==> src/sv/spq_pkg.sv <==
package spq_pkg;

    // Default sizes
    localparam int DEPTH_DEF      = 16;
    localparam int TAG_BITS_DEF   = 16;
    localparam int LEVEL_BITS_DEF = 8;

    // Fixed result field widths
    localparam int POS_BITS    = 4;
    localparam int STATUS_BITS = 2;

    // Command codes (input tuser)
    localparam logic CMD_INSERT = 1'b0;
    localparam logic CMD_READ   = 1'b1;

    // Result status codes (output tuser)
    localparam logic [STATUS_BITS-1:0] ST_INSERTED = 2'd0;
    localparam logic [STATUS_BITS-1:0] ST_FULL     = 2'd1;
    localparam logic [STATUS_BITS-1:0] ST_READ     = 2'd2;
    localparam logic [STATUS_BITS-1:0] ST_EMPTY    = 2'd3;

    // Per-cell control from the sequencer
    typedef struct packed {
        logic ins;   // insert a new entry this cycle
        logic rot;   // rotate the occupied cells toward the head
        logic occ;   // this cell holds a stored entry
        logic tail;  // this cell is the last occupied one
    } t_cell_ctl;

endpackage

==> src/sv/spq_cell.sv <==
module spq_cell #(
    parameter int TAG_BITS   = spq_pkg::TAG_BITS_DEF,
    parameter int LEVEL_BITS = spq_pkg::LEVEL_BITS_DEF
) (
    input  logic                  i_clk,
    input  spq_pkg::t_cell_ctl    i_ctl,
    input  logic [TAG_BITS-1:0]   i_new_tag,
    input  logic [LEVEL_BITS-1:0] i_new_level,
    input  logic                  i_prev_gt,
    input  logic [TAG_BITS-1:0]   i_prev_tag,
    input  logic [LEVEL_BITS-1:0] i_prev_level,
    input  logic [TAG_BITS-1:0]   i_next_tag,
    input  logic [LEVEL_BITS-1:0] i_next_level,
    input  logic [TAG_BITS-1:0]   i_head_tag,
    input  logic [LEVEL_BITS-1:0] i_head_level,
    output logic                  o_gt,
    output logic [TAG_BITS-1:0]   o_tag,
    output logic [LEVEL_BITS-1:0] o_level
);
    import spq_pkg::*;

    logic [TAG_BITS-1:0]   r_tag;
    logic [LEVEL_BITS-1:0] r_level;
    logic [TAG_BITS-1:0]   n_tag;
    logic [LEVEL_BITS-1:0] n_level;

    // Stored entry ranks strictly after the new one
    assign o_gt = i_ctl.occ && (r_level > i_new_level);

    // Pick the next content: shift right on insert, rotate left on readout
    always_comb begin
        n_tag   = r_tag;
        n_level = r_level;
        if (i_ctl.ins) begin
            if (i_prev_gt) begin
                n_tag   = i_prev_tag;
                n_level = i_prev_level;
            end else if (o_gt || !i_ctl.occ) begin
                n_tag   = i_new_tag;
                n_level = i_new_level;
            end
        end else if (i_ctl.rot && i_ctl.occ) begin
            if (i_ctl.tail) begin
                n_tag   = i_head_tag;
                n_level = i_head_level;
            end else begin
                n_tag   = i_next_tag;
                n_level = i_next_level;
            end
        end
    end

    always_ff @(posedge i_clk) begin
        r_tag   <= n_tag;
        r_level <= n_level;
    end

    assign o_tag   = r_tag;
    assign o_level = r_level;

endmodule

==> src/sv/sorted_priority_queue_core.sv <==
// Stable sorted priority queue built as a row of DEPTH cells, head in cell 0,
// lowest level first; entries of equal level keep their arrival order. An
// insert beat (tuser 0) compares the new level against every cell at once and
// shifts the tail end right as it is taken, answering with one result beat
// (status 0, or status 1 when full). A read beat (tuser 1) streams all stored
// entries from the head, one result beat per cycle while the receiver is ready,
// with their position and tlast on the final one; the row rotates one step per
// beat and is back in place after the last. A read of an empty queue gives one
// status 3 beat. A read sends one beat per stored entry through the single
// head port of the cell row. Input is held off while a read is streaming.
// Reading does not remove entries.
module sorted_priority_queue_core #(
    parameter int DEPTH      = spq_pkg::DEPTH_DEF,
    parameter int TAG_BITS   = spq_pkg::TAG_BITS_DEF,
    parameter int LEVEL_BITS = spq_pkg::LEVEL_BITS_DEF,
    localparam int IN_DW  = ((TAG_BITS + LEVEL_BITS + 7) / 8) * 8,
    localparam int OUT_DW = ((TAG_BITS + LEVEL_BITS + spq_pkg::POS_BITS + 7) / 8) * 8
) (
    input  logic                            i_clk,
    input  logic                            i_rst_n,
    input  logic                            s_axis_tvalid,
    output logic                            s_axis_tready,
    input  logic [IN_DW-1:0]                s_axis_tdata,  // tag, level
    input  logic                            s_axis_tuser,  // cmd
    output logic                            m_axis_tvalid,
    input  logic                            m_axis_tready,
    output logic [OUT_DW-1:0]               m_axis_tdata,  // out_tag, out_level, position
    output logic [spq_pkg::STATUS_BITS-1:0] m_axis_tuser,  // status
    output logic                            m_axis_tlast
);
    import spq_pkg::*;

    localparam int CNT_W  = $clog2(DEPTH + 1);
    localparam int OUT_FW = TAG_BITS + LEVEL_BITS + POS_BITS;

    localparam logic S_IDLE = 1'b0;
    localparam logic S_READ = 1'b1;

    // Input beat fields
    logic [TAG_BITS-1:0]   w_in_tag;
    logic [LEVEL_BITS-1:0] w_in_level;
    assign w_in_tag   = s_axis_tdata[TAG_BITS-1:0];
    assign w_in_level = s_axis_tdata[TAG_BITS +: LEVEL_BITS];

    // Control state
    logic             r_state, n_state;
    logic [CNT_W-1:0] r_count, n_count;
    logic [CNT_W-1:0] r_idx, n_idx;

    // Output register
    logic                   r_ovalid, n_ovalid;
    logic [STATUS_BITS-1:0] r_status, n_status;
    logic [TAG_BITS-1:0]    r_otag, n_otag;
    logic [LEVEL_BITS-1:0]  r_olevel, n_olevel;
    logic [POS_BITS-1:0]    r_pos, n_pos;
    logic                   r_olast, n_olast;

    logic w_out_free, w_accept, w_ins, w_rot;

    // Cell row links
    logic                  w_gt    [DEPTH];
    logic [TAG_BITS-1:0]   w_tag   [DEPTH];
    logic [LEVEL_BITS-1:0] w_level [DEPTH];

    assign w_out_free    = !r_ovalid || m_axis_tready;
    assign s_axis_tready = (r_state == S_IDLE) && w_out_free;
    assign w_accept      = s_axis_tvalid && s_axis_tready;

    // Sequence inserts and readouts
    always_comb begin
        n_state  = r_state;
        n_count  = r_count;
        n_idx    = r_idx;
        n_ovalid = r_ovalid && !m_axis_tready;
        n_status = r_status;
        n_otag   = r_otag;
        n_olevel = r_olevel;
        n_pos    = r_pos;
        n_olast  = r_olast;
        w_ins    = 1'b0;
        w_rot    = 1'b0;
        unique case (r_state)
            S_IDLE: begin
                if (w_accept) begin
                    n_ovalid = 1'b1;
                    n_otag   = '0;
                    n_olevel = '0;
                    n_pos    = '0;
                    n_olast  = 1'b1;
                    if (s_axis_tuser == CMD_INSERT) begin
                        if (r_count == CNT_W'(DEPTH)) begin
                            n_status = ST_FULL;
                        end else begin
                            n_status = ST_INSERTED;
                            w_ins    = 1'b1;
                            n_count  = r_count + 1'b1;
                        end
                    end else if (r_count == '0) begin
                        n_status = ST_EMPTY;
                    end else begin
                        // emit the head now and rotate
                        n_status = ST_READ;
                        n_otag   = w_tag[0];
                        n_olevel = w_level[0];
                        w_rot    = 1'b1;
                        n_olast  = (r_count == CNT_W'(1));
                        n_idx    = CNT_W'(1);
                        if (r_count != CNT_W'(1)) begin
                            n_state = S_READ;
                        end
                    end
                end
            end
            S_READ: begin
                if (w_out_free) begin
                    n_ovalid = 1'b1;
                    n_status = ST_READ;
                    n_otag   = w_tag[0];
                    n_olevel = w_level[0];
                    n_pos    = POS_BITS'(r_idx);
                    w_rot    = 1'b1;
                    n_idx    = r_idx + 1'b1;
                    n_olast  = (r_idx == CNT_W'(r_count - 1'b1));
                    if (n_olast) begin
                        n_state = S_IDLE;
                    end
                end
            end
            default: n_state = S_IDLE;
        endcase
    end

    always_ff @(posedge i_clk) begin
        if (!i_rst_n) begin
            r_state  <= S_IDLE;
            r_count  <= '0;
            r_idx    <= '0;
            r_ovalid <= 1'b0;
        end else begin
            r_state  <= n_state;
            r_count  <= n_count;
            r_idx    <= n_idx;
            r_ovalid <= n_ovalid;
        end
    end

    always_ff @(posedge i_clk) begin
        r_status <= n_status;
        r_otag   <= n_otag;
        r_olevel <= n_olevel;
        r_pos    <= n_pos;
        r_olast  <= n_olast;
    end

    // Build the cell row
    for (genvar i = 0; i < DEPTH; i++) begin : g_cell
        t_cell_ctl             w_ctl;
        logic                  w_pgt;
        logic [TAG_BITS-1:0]   w_ptag, w_ntag;
        logic [LEVEL_BITS-1:0] w_plevel, w_nlevel;

        assign w_ctl.ins  = w_ins;
        assign w_ctl.rot  = w_rot;
        assign w_ctl.occ  = (CNT_W'(i) < r_count);
        assign w_ctl.tail = (CNT_W'(i + 1) == r_count);

        if (i == 0) begin : g_head
            assign w_pgt    = 1'b0;
            assign w_ptag   = w_in_tag;
            assign w_plevel = w_in_level;
        end else begin : g_body
            assign w_pgt    = w_gt[i-1];
            assign w_ptag   = w_tag[i-1];
            assign w_plevel = w_level[i-1];
        end

        if (i == DEPTH - 1) begin : g_end
            assign w_ntag   = w_tag[0];
            assign w_nlevel = w_level[0];
        end else begin : g_mid
            assign w_ntag   = w_tag[i+1];
            assign w_nlevel = w_level[i+1];
        end

        spq_cell #(
            .TAG_BITS   (TAG_BITS),
            .LEVEL_BITS (LEVEL_BITS)
        ) u_cell (
            .i_clk        (i_clk),
            .i_ctl        (w_ctl),
            .i_new_tag    (w_in_tag),
            .i_new_level  (w_in_level),
            .i_prev_gt    (w_pgt),
            .i_prev_tag   (w_ptag),
            .i_prev_level (w_plevel),
            .i_next_tag   (w_ntag),
            .i_next_level (w_nlevel),
            .i_head_tag   (w_tag[0]),
            .i_head_level (w_level[0]),
            .o_gt         (w_gt[i]),
            .o_tag        (w_tag[i]),
            .o_level      (w_level[i])
        );
    end

    // Drive the result beat
    always_comb begin
        m_axis_tdata             = '0;
        m_axis_tdata[OUT_FW-1:0] = {r_pos, r_olevel, r_otag};
    end
    assign m_axis_tvalid = r_ovalid;
    assign m_axis_tuser  = r_status;
    assign m_axis_tlast  = r_olast;

endmodule

==> config.mk <==
export PLATFORM = sky130hd
export DESIGN_NAME = sorted_priority_queue_core
export DESIGN_NICKNAME = d
export VERILOG_FILES = /design/src/sv/spq_pkg.sv /design/src/sv/spq_cell.sv /design/src/sv/sorted_priority_queue_core.sv
export SDC_FILE = /design/constraint.sdc
export NUM_CORES = 1
export LEC_CHECK = 0
export BUFFER_PORTS_ARGS = -buffer_cell sky130_fd_sc_hd__buf_2
export CAP_MARGIN = 15
export CORE_ASPECT_RATIO = 1.75
export CORE_MARGIN = 1.5
export CORE_UTILIZATION = 55
export CTS_CLUSTER_DIAMETER = 60
export DETAILED_ROUTE_END_ITERATION = 7
export PLACE_DENSITY = 0.72
export RECOVER_POWER = 50
export SYNTH_ARGS = -nofsm -noshare
export SYNTH_HDL_FRONTEND = slang
export SYNTH_HIERARCHICAL = 1
export SYNTH_SLANG_ARGS = --single-unit
==> constraint.sdc <==
create_clock -name i_clk -period 6.18 [get_ports i_clk]
set_input_delay 1.236 -clock i_clk [delete_from_list [all_inputs] [get_ports i_clk]]
set_output_delay 1.236 -clock i_clk [all_outputs]
set_load 0.01 [all_outputs]
# Word level (Yosys, flattened, before mapping)
# Cells that the tools add are included.
# totals
out_inout_bits,37
reg_bits,427
# classes
n_lt_le_gt_ge,32
n_bitwise,3
n_mux,204
eq_ne,40
reduce_logical,106
addsub,3
# ops
cell,n
two-way mux 16 bit,82
two-way mux 8 bit,82
greater-than comparator 8 bit,16
"inequality test 3 x 1 -> 1 bit, second input constant",15
"equality test 4 x 5 -> 1 bit, first input constant",8
"< comparator 4 x 5 -> 1 bit, first input constant",8
logical AND 1 bit,35
case mux 16 bit (2 select lines),1
AND reduction 2 bit,16
nonzero test 2 bit,16
two-way mux 1 bit,22
"equality test 3 x 5 -> 1 bit, first input constant",4
"< comparator 3 x 5 -> 1 bit, first input constant",4
two-way mux 5 bit,4
zero test 1 bit,18
logical OR 1 bit,17
case mux 8 bit (2 select lines),1
"adder 5 x 1 -> 5 bit, second input constant",2
"equality test 2 x 5 -> 1 bit, first input constant",2
"< comparator 1 x 5 -> 1 bit, first input constant",2
"< comparator 2 x 5 -> 1 bit, first input constant",2
case mux 5 bit (2 select lines),1
two-way mux 4 bit,2
"inequality test 2 bit, second input constant",4
other kinds (15),24

# Longest topological paths before layout
# depth
word_depth,9
mapped_depth,10

# Cells and area by module
# The synthesis kept the hierarchy.
# by_module_without_submodules
module,seq_area_each_um2,instances,area_each_um2,cells_per_inst
spq_cell at g_cell[0].u_cell ...,720.7,9,1722.9,169
spq_cell at g_cell[3].u_cell ...,720.7,7,1710.4,169
sorted_priority_queue_core,1171.1,1,2235.9,218

# Worst setup path after synthesis
# No wires, ideal clock.
# synth_timing
path_kind,input port to flip-flop
from,input port m_axis_tready
to,"register g_cell[8].u_cell.r_level[0], enable pin"
path_buffers,3
slack_ps,1737
required_ps,5761
setup_ps,419
arrival_ps,4023
path_stages,8
cell_sequence,nand2b_1 -> nand3_1 -> clkbuf_1 -> nor2_1 -> clkbuf_2 -> buf_2 -> a21oi_1 -> a41oi_1
# synth_rtl
element,line_no,text
"start, declared",sorted_priority_queue_core.sv:26,"input logic m_axis_tready,"
"end signal, assigned",spq_cell.sv:55,r_level <= n_level;
"end, declared",spq_cell.sv:23,logic [LEVEL_BITS-1:0] r_level;

==> results.ini <==
[synthesis]
postSynthAreaPerCell_um2 = 10.2
synth_cells = 2920
synth_area_mm2 = 0.0297
ys_warn_count = 6

[timing]
fin_crit_sh_pct = 81.0
hold_viol = 0
final_max_slew_viol_count = 126
max_slew_margin_pct = -116
rsz0062_at_grt = no
finalCriticalPeriod_ns = 5.01
setup_violations = 0
tns_ns = 0
fmax_mhz = 200
tightest_slew_ns = 3.23
skew_ns = 0.0279

[clock_network]
numClockSinks = 427
cts_tree = done
cts.clk_slew.worst_paths_ns = 0.07
clk_path_buf_depth = 3
clk-insertion-delay-late_ns = 0.59
cts_resized = 0
cts-root-buf = clkbuf_16
cts.htree.levels = 2
postCtsSetupBuffers = 0
cts_buffers = 43
ctsHoldBuffers = 0

[route]
post_drt_wl_per_cell_um = 27.1
drt_iter0_drc = 2239
dr.pass1.iters = 6
viasPerCell = 6.78
post-route-drc-count = 0
via_count = 24400
detail-route-antenna-nets = 0
drt_wl_total_um = 97500

[placed_design]
io_buffers = 61
gp_congestion = 0.965
hpwlAfterDp_um = 65200

[min_path]
hp-class = register to register

[global_routing]
grtUsageTotal_pct = 35.5
globalRouteOverflowTotal = 0
antenna_found_initial = 5
grt_pass1_vias = 24700
grt_max_degree = 201
grt_pass1_wl_um = 146000

[layout]
nets = 3037
regArea_mm2 = 0.0127
n_fill_cell = 4572
drive_gt1_share_pct = 6.68
syn_to_final_growth_pct = 6.87
multi_input_area_mm2 = 0.0152

[floorplanning]
die_area_mm2 = 0.0555
die_x_um = 179
io-pin-count = 66
fp.dieH_um = 310
coreArea_mm2 = 0.0534
rows = 112
start_util_pct = 55.6

[worst_setup_path]
cp.arrival_ns = 5.27
cp-end-kind = register
cp_cell_sequence = inv_1 -> ha_1 -> or4b_1 -> a31oi_1 -> nor2_1 -> clkbuf_1 -> a21oi_1 -> a41oi_1 -> buf_4
startpoint_type = register
critPathKind = register to register
worstPathMaxFanout = 17
cp_slowest_cell = clkbuf_1
cp_data_required_time_ns = 6.44
cp_slowest_stage_delay_ns = 0.91

[status]
status = complete, but fails checks
violations = max-capacitance violations, max-slew violations

[power]
power_density_mw_per_mm2 = 230
total_power_uw = 7300
power.leakage_uw = 0.0104
vdd_drop_max_mv = 0.170

[job]
maxCapViolations = 6

==> registers in the layout (all words and copies together), names as in the netlist <==
name,flops
g_cell.u_cell/o_tag,256
g_cell.u_cell/o_level,128
r_otag,16
r_olevel,8
r_count,5
r_idx,5
r_pos,4
m_axis_tuser,2
m_axis_tlast,1
m_axis_tvalid,1
r_state,1
==> final timing paths <==
path,from,to,slack [ns],cells past startpoint
max,r_count[0]$_SDFFE_PN0P_,g_cell[8].u_cell/o_tag[1]$_DFFE_PP_,1.17,9
min,r_idx[4]$_SDFFE_PN0P_,r_idx[4]$_SDFFE_PN0P_,0.52,2
max reg2reg,r_count[0]$_SDFFE_PN0P_,g_cell[8].u_cell/o_tag[1]$_DFFE_PP_,1.17,9
min reg2reg,r_idx[4]$_SDFFE_PN0P_,r_idx[4]$_SDFFE_PN0P_,0.52,2
==> routing by layer <==
metal  track usage (%)  routed length [µm]
met2              59.3               47800
met5                 0                  70
met1              38.1               33600
met4              29.8                9050
met3              7.66                6920
==> layout make-up <==
cell class              count  area share, %
multi-input cells        2075           47.8
flip-flops and latches    427           40.0
clock buffers              53           3.57
repair buffers            143           2.99
well taps                 684           2.70
inverters                 184           2.18
clock inverters            24          0.670
diodes                      5         0.0394
==> placed cells by master, fill, tap and decap left out, types with 10 or more instances in the layout <==
cell type,count
nand2_1,78
ha_1,134
a21oi_1,445
nor2b_1,409
nand4_1,18
nand2b_1,21
o41ai_1,16
inv_1,184
a211oi_1,401
clkbuf_16,44
or3_1,19
buf_2,25
nor2_1,29
dfxtp_1,12
clkbuf_1,57
nor2_4,19
a41oi_2,10
o21ai_0,25
mux2i_1,385
buf_4,60
edfxtp_1,415
==> power breakdown <==
part | total, µW | switching (µW) | internal [µW]
sequential | 3570 | 171 | 3400
clock | 2640 | 1210 | 1440
combinational | 1090 | 704 | 387
==> per-stage QoR <==
| stage | setup slack (ns) | instances | hold WS, ns | instance area, µm² | util (%) |
|---|---|---|---|---|---|
| 2_1_floorplan | 1.74 | 2924 | 0.470 | 29700 | - |
| 3_3_place_gp | 1.48 | 3511 | 0.491 | 30500 | 57.2 |
| 3_5_place_dp | 1.38 | 3511 | 0.501 | 30500 | 57.2 |
| 4_1_cts | 1.95 | 3588 | 0.509 | 31900 | 59.7 |
| 5_1_grt | 0.953 | 3590 | 0.585 | 31700 | 59.4 |
| 6_report | 1.17 | 3595 | 0.516 | 31700 | 59.5 |
==> critical path, delay by kind of cell (launching register included) <==
kind	cells	cell delay, ns
compound gates	3	1.30
buf+inv	3	1.52
flops	1	0.59
fa+ha+maj	1	0.32
simple gates	2	0.94
(Power assumes the default switching activity.)
